==> src/lsom_pkg.sv <==
// Shared constants, codes and controller/datapath interface types for the
// layer stack order manager. No dependencies.
package lsom_pkg;

    localparam int LAYER_COUNT = 256;
    localparam int POOL_SLOTS  = (LAYER_COUNT < 256) ? LAYER_COUNT : 256;
    localparam int IDX_W       = (POOL_SLOTS > 1) ? $clog2(POOL_SLOTS) : 1;
    localparam int HEIGHT_W    = 9;

    localparam logic signed [HEIGHT_W-1:0] HIDDEN = {HEIGHT_W{1'b1}};

    typedef enum logic [1:0] {
        CMD_ALLOC      = 2'd0,
        CMD_SET_HEIGHT = 2'd1,
        CMD_FREE       = 2'd2,
        CMD_NOP        = 2'd3
    } cmd_t;

    typedef enum logic [2:0] {
        ST_IDLE,
        ST_DECODE,
        ST_SCAN,
        ST_OLD,
        ST_SH_RD,
        ST_SH_WR,
        ST_FINISH,
        ST_DONE
    } state_t;

    typedef struct packed {
        logic capture;
        logic use_sel_scan;
        logic scan_next;
        logic alloc_take;
        logic alloc_fail;
        logic reject;
        logic lh_rd;
        logic setup;
        logic nop_result;
        logic sh_rd;
        logic sh_wr;
        logic finish;
        logic load_out;
    } dp_cmd_t;

    typedef struct packed {
        cmd_t cmd;
        logic id_valid;
        logic scan_free;
        logic scan_last;
        logic shift_done;
        logic out_free;
    } dp_status_t;

endpackage

==> src/lsom_ctrl.sv <==
// Controller state machine of the layer stack order manager.
// Depends on lsom_pkg; drives the datapath through dp_cmd_t.
module lsom_ctrl
(
    input  logic                 clk,
    input  logic                 rst_n,
    input  logic                 in_valid,
    output logic                 in_ready,
    input  lsom_pkg::dp_status_t status,
    output lsom_pkg::dp_cmd_t    dp_cmd
);

    lsom_pkg::state_t state_reg;
    lsom_pkg::state_t state_next;

    always_ff @(posedge clk or negedge rst_n)
    begin
        if (!rst_n)
        begin
            state_reg <= lsom_pkg::ST_IDLE;
        end
        else
        begin
            state_reg <= state_next;
        end
    end

    always_comb
    begin
        state_next = state_reg;
        dp_cmd     = '0;
        in_ready   = 1'b0;
        case (state_reg)
            lsom_pkg::ST_IDLE:
            begin
                in_ready = 1'b1;
                if (in_valid)
                begin
                    dp_cmd.capture = 1'b1;
                    state_next     = lsom_pkg::ST_DECODE;
                end
            end
            lsom_pkg::ST_DECODE:
            begin
                if (status.cmd == lsom_pkg::CMD_ALLOC)
                begin
                    state_next = lsom_pkg::ST_SCAN;
                end
                else if (!status.id_valid)
                begin
                    dp_cmd.reject = 1'b1;
                    state_next    = lsom_pkg::ST_DONE;
                end
                else
                begin
                    dp_cmd.lh_rd = 1'b1;
                    state_next   = lsom_pkg::ST_OLD;
                end
            end
            lsom_pkg::ST_SCAN:
            begin
                dp_cmd.use_sel_scan = 1'b1;
                if (status.scan_free)
                begin
                    dp_cmd.alloc_take = 1'b1;
                    state_next        = lsom_pkg::ST_DONE;
                end
                else if (status.scan_last)
                begin
                    dp_cmd.alloc_fail = 1'b1;
                    state_next        = lsom_pkg::ST_DONE;
                end
                else
                begin
                    dp_cmd.scan_next = 1'b1;
                end
            end
            lsom_pkg::ST_OLD:
            begin
                if (status.cmd == lsom_pkg::CMD_NOP)
                begin
                    dp_cmd.nop_result = 1'b1;
                    state_next        = lsom_pkg::ST_DONE;
                end
                else
                begin
                    dp_cmd.setup = 1'b1;
                    state_next   = lsom_pkg::ST_SH_RD;
                end
            end
            lsom_pkg::ST_SH_RD:
            begin
                if (status.shift_done)
                begin
                    state_next = lsom_pkg::ST_FINISH;
                end
                else
                begin
                    dp_cmd.sh_rd = 1'b1;
                    state_next   = lsom_pkg::ST_SH_WR;
                end
            end
            lsom_pkg::ST_SH_WR:
            begin
                dp_cmd.sh_wr = 1'b1;
                state_next   = lsom_pkg::ST_SH_RD;
            end
            lsom_pkg::ST_FINISH:
            begin
                dp_cmd.finish = 1'b1;
                state_next    = lsom_pkg::ST_DONE;
            end
            lsom_pkg::ST_DONE:
            begin
                if (status.out_free)
                begin
                    dp_cmd.load_out = 1'b1;
                    state_next      = lsom_pkg::ST_IDLE;
                end
            end
            default:
            begin
                state_next = lsom_pkg::ST_IDLE;
            end
        endcase
    end

endmodule

==> config.mk <==
export PLATFORM = sky130hd
export DESIGN_NAME = lsom_ctrl
export DESIGN_NICKNAME = d
export VERILOG_FILES = /design/src/lsom_pkg.sv /design/src/lsom_ctrl.sv
export SDC_FILE = /design/constraint.sdc
export NUM_CORES = 1
export LEC_CHECK = 0
export ABC_CLOCK_PERIOD_IN_PS = 1750
export BUFFER_PORTS_ARGS = -buffer_cell sky130_fd_sc_hd__clkbuf_2
export CAP_MARGIN = 40
export CORE_MARGIN = 4
export CORE_UTILIZATION = 25
export CTS_BUF_LIST = sky130_fd_sc_hd__clkbuf_4
export DETAILED_ROUTE_END_ITERATION = 8
export SLEW_MARGIN = 15
export SYNTH_ARGS = -nofsm -noshare
export SYNTH_HDL_FRONTEND = slang
export SYNTH_SLANG_ARGS = --single-unit
==> constraint.sdc <==
create_clock -name clk -period 1.75 [get_ports clk]
set_input_delay 0.525 -clock clk [delete_from_list [all_inputs] [get_ports clk]]
set_output_delay 0.525 -clock clk [all_outputs]
set_load 0.1 [all_outputs]
# Yosys cells after proc, flatten, opt, wreduce, memory -nomap -nowiden
# Index checks and enable logic that the tools add are counted.
# word_totals
ff_bits	3
inputBits	10
out_inout_bits	14
word_cells	46
# op_classes
n_eq_ne	11
muxes	31
reduce_logical	3
# ops
op	count
$pmux W3 S8	1
$mux W1	18
$mux W3	6
$eq A3 B3 Y1 const B	4
$mux W2	5
$eq A3 B2 Y1 const B	2
$mux W4	1
$ne A2 B2 Y1 const B	2
$eq A3 B1 Y1 const B	1
$logic_not A3 Y1	1
$ne A3 B3 Y1 const B	1
$reduce_and A3 Y1	1
$eq A2 B2 Y1 const B	1
$logic_not A2 Y1	1

# Logic depth before layout (Yosys ltp)
# Gate-level depths: netlist of the first run.
# logic_depth
word_depth	3
mapped_depth	4
mapped_depth_nobuf	3

# Worst setup path before layout of the first run
# Ideal clock, no wire load.
# synth_timing
path_kind	flip-flop to output port
start	reg state_reg[0]
end	out dp_cmd[6] in the netlist's numbering
arrival_ns	3.808
required_ns	1.225
path_slack_ns	-2.583
path_stages_with_launch	4
n_path_buf	1
path_cell_list	dfrtp_1 buf_4 o21ai_1 nor4b_1
# synth_lines
item	line	text
start, declared	lsom_ctrl.sv:13	lsom_pkg::state_t state_reg;
start signal, assigned	lsom_ctrl.sv:20	state_reg <= lsom_pkg::ST_IDLE;
start signal, assigned	lsom_ctrl.sv:24	state_reg <= state_next;
end, declared	lsom_ctrl.sv:10	output lsom_pkg::dp_cmd_t dp_cmd

==> results_dict.tcl, run 1 <==
set metrics [dict create \
    outcome "finished with violations" \
    violated_checks "setup timing" \
    cts-hold-fix-buffers 0 \
    vdd_drop_max_mv 1.43 \
    num_antenna_cells 0 \
    yosys_warnings 0 \
    worstPathMaxFanout 5 \
    top_cells_by_count_synth "sky130_fd_sc_hd__dfrtp_1 (3), sky130_fd_sc_hd__inv_1 (3), sky130_fd_sc_hd__nand2_1 (3), sky130_fd_sc_hd__nor2_1 (3)" \
    worst-setup-path-type "flip-flop to output port" \
    wire_per_inst_um 17.4 \
    cts-root-to-sink-buffers 2 \
    core_um2 1350 \
    final-instance-count-excl-fill 108 \
    final.min_clock_period_ns 1.98 \
    firstDrtPassIters 4 \
    clock.fmax_mhz 506 \
    worstSkewPairLatency_ns 0.24 \
    cap_violations 0 \
    synthToLayoutAreaGrowth_pct 211 \
    vias 551 \
    worst-endpoint-required_ns 1.22 \
    wl_mm 1.88 \
    grt_first_pass_wirelength_mm 2.75 \
    leakagePower_nw 0.507 \
    final_critical_path_setup_slack_ns -0.225 \
    gp_congestion 0.727 \
    htree_levels 1 \
    postSynthCellCount 46 \
    grt_antenna_before_repair 0 \
    number_of_flip_flops_under_the_largest_register_name 3 \
    worstMarginPinSlew_ns 0.346 \
    synth-edff-count 0 \
    yosysTopAreaCell "sky130_fd_sc_hd__dfrtp_1" \
    finalSetupViolCount 14 \
    setup.worst_path.start_class "flip-flop" \
    timing.clock.skew_ns 0.00442 \
    dr.first_iter.drc_count 7 \
    max-slew-margin-rel_pct 76.7 \
    powerDensity_nw_per_um2 1880 \
    detail_route.drc_violations 0 \
    globalRouteTotalUtil_pct 18.5 \
    maximum_number_of_pins_on_one_net_before_global_route_repair 13 \
    cts_buffers 3 \
    place.detailed.hpwl_mm 1.08 \
    clock_sink_count 3 \
    hp-class "input pin to async pin" \
    worstPathArrival_ns 1.45 \
    overflow_after_grt 0 \
    initial_util_pct 27.7 \
    final.fill_count 61 \
    postSynthRegisterBits 3 \
    first_global_vias 597 \
    synthArstFlopShare_pct 100 \
    number_of_placement_rows 13 \
    rsz_0062_raised_after_global_routing "true" \
    die-height_um 46.7 \
    port-buffer-count 23 \
    clk_transition_reported_paths_ns 0.04 \
    critical_path.endpoint_type "output port" \
    syn_area_per_cell_um2 8.13 \
    clockRootBuffer "sky130_fd_sc_hd__clkbuf_4" \
    net_count_after_synthesis 56 \
    ioPinCount 24 \
    report.final.slew_viol_count 0 \
    yosys.area.top_type_share_pct 20.1 \
    fin_crit_sh_pct 113 \
    final_nets 104 \
    syn_area_um2 374 \
    ant_nets 0 \
    ys_seq_area_share_pct 20.1 \
    die_w_um 46.7 \
    synth-main-ff-cell "sky130_fd_sc_hd__dfrtp_1" \
    cts_tree "built" \
    placedCellCount 93 \
    final.setup.tns_ns -2.25 \
    synth.area.top_cells "sky130_fd_sc_hd__dfrtp_1 (20%), sky130_fd_sc_hd__nor3b_4 (5.0%), sky130_fd_sc_hd__a31o_1 (4.7%)" \
    post_drt_via_cell_ratio 5.10 \
    layout-drive-gt1-share_pct 81.7 \
    synth_cell_types 32 \
    die_area_um2 2180 \
    final_hold_violating_endpoints 0 \
]
timing repair:
item / in CTS / in global routing
gates resized for setup: 12 / 1
endpoints found under the setup margin: 14 / 14
buffers inserted: 4 / 5
pin swaps: 7 / 6
hold endpoints to repair: 0 / 0
cloned: 1 / 1
layout by cell type (no fill, tap or decap), drive strengths merged:
cell type,n
inv,3
clkinvlp,1
dfrtp,3
a31oi,1
bufbuf,1
a211oi,1
and3b,1
a31o,2
nor4,2
nor3b,3
clkbuf,14
nor2b,1
nand2b,1
and4b,1
o311ai,1
and2,2
nor4b,2
nor2,3
nor3,2
and3,1
a21oi,1
a21boi,1
mux2,1
or3b,1
o21ai,2
nand3,1
nand2,3
o22ai,1
buf,36
layout make-up:
| cell class | count | area [µm²] | share of cell area (%) |
|---|---|---|---|
| Timing Repair Buffer | 47 | 613 | 52.7 |
| Multi-Input combinational cell | 35 | 402 | 34.5 |
| Sequential cell | 3 | 78.8 | 6.77 |
| Clock buffer | 4 | 30.0 | 2.58 |
| Inverter | 4 | 21.3 | 1.83 |
| Tap cell | 15 | 18.8 | 1.61 |
routing by layer:
layer / global-route usage, % / vias to the layer above / wire [µm]
li1: - / 266 / -
met1: 18.2 / 264 / 692
met2: 33.8 / 19 / 1080
met3: 4.69 / 2 / 84
met4: 11.6 / 0 / 25
met5: 0 / - / 0
worst max-delay path: stages (launching register included):
cell	delay [ns]
sky130_fd_sc_hd__dfrtp_2	0.46
sky130_fd_sc_hd__nor3b_4	0.32
sky130_fd_sc_hd__and3b_4	0.25
sky130_fd_sc_hd__buf_12	0.17
where the power goes:
| group | switching (mW) | internal (mW) |
|---|---|---|
| sequential | 0.0806 | 0.110 |
| clock | 0.0442 | 0.101 |
| combinational | 0.967 | 0.890 |
worst paths after layout:
| path | slack, ns | from | endpoint | cells past startpoint |
|---|---|---|---|---|
| min in group clk | 0.75 | status[1] | state_reg[0] | 3 |
| max reg2reg | 0.10 | state_reg[1] | state_reg[1] | 6 |
| max | -0.23 | state_reg[2] | dp_cmd[8] | 3 |
| min | 0.08 | rst_n | state_reg[2] | 1 |
| min reg2reg | 0.86 | state_reg[1] | state_reg[1] | 3 |
| max in group asynchronous | 1.54 | rst_n | state_reg[0] | 1 |
stage by stage:
step	hold slack, ns	cell area (µm²)	util [%]	setup slack, ns	total power, mW
after CTS	0.0714	1080	80.4	-0.204	2.01
after detailed placement	0.330	943	69.9	-0.0650	1.63
final	0.0751	1160	86.2	-0.225	2.19
after floorplan	0.229	503	-	-0.787	1.11
after global routing	0.0666	1160	86.2	-0.280	2.27
after global placement	0.322	943	69.9	-0.0408	1.60
kinds of logic (layout without fill, tap and decap cells):
logic type	Yosys count	count (layout)	share of synthesized area, %
simple gates	24	24	44.5
compound gates	10	10	19.7
buf+inv	8	55	11.7
flops	3	3	20.1
mux	1	1	4.01
Note: power is estimated with default switching activity, not from simulation.
==> run 2: changes to the inputs <==
ABC_AREA = 1   (was unset)
==> run 2 against run 1 <==
  * The flow still finishes with violations (setup timing)
  * Core utilization fell by 0.72 points
  * Cell area down 3.2%
  * Via count is 8.5% higher
  * Sequential share of layout area grew 0.23 points
  * Sequential power about the same
  * Worst hold slack gained 0.0056 ns
  * Global-route usage decreased by 2.1 points
  * Synthesized cell count is 35% higher
  * Die area shrank 3.6%
  * Critical path depth up 3
  * Non-clock buffer count is 1 lower
  * Flip-flop and latch count stayed put
  * Critical path type unchanged
==> results_dict.tcl, run 2 <==
set metrics [dict create \
    yosys.area.top_type_share_pct 21.0 \
    synth-edff-count 0 \
    grt_antenna_before_repair 0 \
    finalSetupViolCount 14 \
    synthToLayoutAreaGrowth_pct 215 \
    cts-root-to-sink-buffers 2 \
    max-slew-margin-rel_pct 82.2 \
    violated_checks "setup timing" \
    final_hold_violating_endpoints 0 \
    power.net_switching_mw 1.28 \
    grt_first_pass_wirelength_mm 2.57 \
    postSynthCellCount 62 \
    dr.first_iter.drc_count 13 \
    setup.worst_path.start_class "flip-flop" \
    clk_transition_reported_paths_ns 0.04 \
    report.final.slew_viol_count 0 \
    worstPathMaxFanout 4 \
    worstPathArrival_ns 1.39 \
    firstDrtPassIters 6 \
    wl_mm 1.62 \
    final_nets 122 \
    overflow_after_grt 0 \
    globalRouteTotalUtil_pct 16.4 \
    layout.cells.most_common "sky130_fd_sc_hd__buf_4" \
    wire_per_inst_um 12.8 \
    outcome "finished with violations" \
    mostFrequentLayoutCells "sky130_fd_sc_hd__buf_4 (20), sky130_fd_sc_hd__buf_12 (15), sky130_fd_sc_hd__nand2_1 (14)" \
    clock_sink_count 3 \
    number_of_flip_flops_under_the_largest_register_name 3 \
    die-height_um 45.8 \
    cts-hold-fix-buffers 0 \
    cell_internal_pwr_mw 0.973 \
    die_w_um 45.8 \
    initial_util_pct 27.2 \
    final-instance-count-excl-fill 126 \
    first_global_vias 599 \
    powerDensity_nw_per_um2 2000 \
    clock.fmax_mhz 523 \
    syn_area_um2 358 \
    maximum_number_of_pins_on_one_net_before_global_route_repair 6 \
    leakagePower_nw 0.534 \
    cts_buffers 3 \
    htree_levels 1 \
    final.min_clock_period_ns 1.91 \
    p_sw_share_pct 56.8 \
    num_antenna_cells 0 \
    net_count_after_synthesis 72 \
    vias 598 \
    postSynthRegisterBits 3 \
    synth.area.top_cells "sky130_fd_sc_hd__dfrtp_1 (21%), sky130_fd_sc_hd__nand2_1 (20%), sky130_fd_sc_hd__inv_1 (12%)" \
    worstMarginPinSlew_ns 0.265 \
    worst-endpoint-required_ns 1.22 \
    post_drt_via_cell_ratio 4.75 \
    top_cells_by_count_synth "sky130_fd_sc_hd__nand2_1 (19), sky130_fd_sc_hd__inv_1 (11), sky130_fd_sc_hd__nor2_1 (7)" \
    gp_congestion 0.778 \
    ioPinCount 24 \
    die_area_um2 2100 \
    yosys_warnings 0 \
    critical_path.endpoint_type "output port" \
    vdd_drop_max_mv 1.54 \
    ys_seq_area_share_pct 21.0 \
    yosysMostFrequentCell "sky130_fd_sc_hd__nand2_1" \
    number_of_placement_rows 13 \
    clockRootBuffer "sky130_fd_sc_hd__clkbuf_4" \
    cts_tree "built" \
    share_seq_of_total_power_pct 8.4 \
    timing.clock.skew_ns 0.00469 \
    yosysTopAreaCell "sky130_fd_sc_hd__dfrtp_1" \
    place.detailed.hpwl_mm 1.16 \
    clockPowerShare_pct 6.1 \
    syn_area_per_cell_um2 5.77 \
    detail_route.drc_violations 0 \
    synth-main-ff-cell "sky130_fd_sc_hd__dfrtp_1" \
    layout-drive-gt1-share_pct 75.7 \
    cap_violations 0 \
    fin_crit_sh_pct 109 \
    worst-setup-path-type "flip-flop to output port" \
    share_comb_of_total_power_pct 85.6 \
    worstSkewPairLatency_ns 0.23 \
    rsz_0062_raised_after_global_routing "true" \
    core_um2 1320 \
    port-buffer-count 23 \
    final_critical_path_setup_slack_ns -0.162 \
    fin_hold_ws_ns 0.0806 \
    placedCellCount 109 \
    hp-class "input pin to async pin" \
    synth_cell_types 16 \
    synthArstFlopShare_pct 100 \
    ant_nets 0 \
    final.setup.tns_ns -1.45 \
]
run 2: cell type report:
| type | instances | area [µm²] |
|---|---|---|
| flip-flops and latches | 3 | 78.8 |
| repair buffers | 46 | 518 |
| well taps | 15 | 18.8 |
| fillers | 77 | 191 |
| clock buffers | 4 | 30.0 |
| inverters | 13 | 72.6 |
| multi-input cells | 45 | 408 |
run 2: repair_timing:
item / CTS / global route
setup buffers: 8 / 5
gates resized for setup: 9 / 2
setup endpoints to repair: 13 / 14
pin swaps: 12 / 8
run 2: worst paths after layout:
check | slack (ns) | from | endpoint | depth (start not counted)
setup / recovery | -0.16 | state_reg[1] | dp_cmd[10] | 6
hold / removal | 0.08 | rst_n | state_reg[0] | 1
setup reg to reg | 0.34 | state_reg[1] | state_reg[2] | 8
hold reg to reg | 0.86 | state_reg[0] | state_reg[1] | 5
max in group asynchronous | 1.54 | rst_n | state_reg[2] | 1
min in group clk | 0.70 | status[0] | state_reg[2] | 4
run 2: cell families after synthesis:
family	Yosys count	synth area share, %
and+or+nand+nor	44	61.9
DFF	3	21.0
AOI/OAI and AO/OA	1	1.40
buffers and inverters	14	15.7
run 2: critical path, stage by stage (launching register included):
cell                       delay [ns]
sky130_fd_sc_hd__dfrtp_2         0.41
sky130_fd_sc_hd__clkinv_4        0.10
sky130_fd_sc_hd__nor2_4          0.13
sky130_fd_sc_hd__nand2_4         0.09
sky130_fd_sc_hd__buf_12          0.14
sky130_fd_sc_hd__nor2_8          0.10
sky130_fd_sc_hd__buf_12          0.18
run 2: power groups by stage:
stage | combinational [mW] | sequential [mW] | clock, mW
global route | 2.03 | 0.189 | 0.145
global placement | 1.61 | 0.186 | 0
detailed placement | 1.64 | 0.188 | 0
CTS | 1.81 | 0.184 | 0.140
floorplan | 1.11 | 0.183 | 0
finish | 1.93 | 0.189 | 0.137
run 2: through the flow:
step	power, mW	instance area, µm²	utilization (%)	worst slack [ns]
final	2.25	1130	85.5	-0.162
after floorplan	1.29	542	-	-0.386
after global placement	1.80	950	72.1	-0.0407
after global routing	2.37	1130	85.5	-0.194
after detailed placement	1.83	950	72.1	-0.0563
after CTS	2.14	1070	81.3	-0.149
run 2: metal layers:
| metal | up-vias | wire length, µm | GRT usage, % |
|---|---|---|---|
| li1 | 286 | - | - |
| met1 | 284 | 577 | 20.0 |
| met2 | 24 | 896 | 29.2 |
| met3 | 4 | 127 | 3.16 |
| met4 | 0 | 18 | 3.41 |
| met5 | - | 0 | 0 |
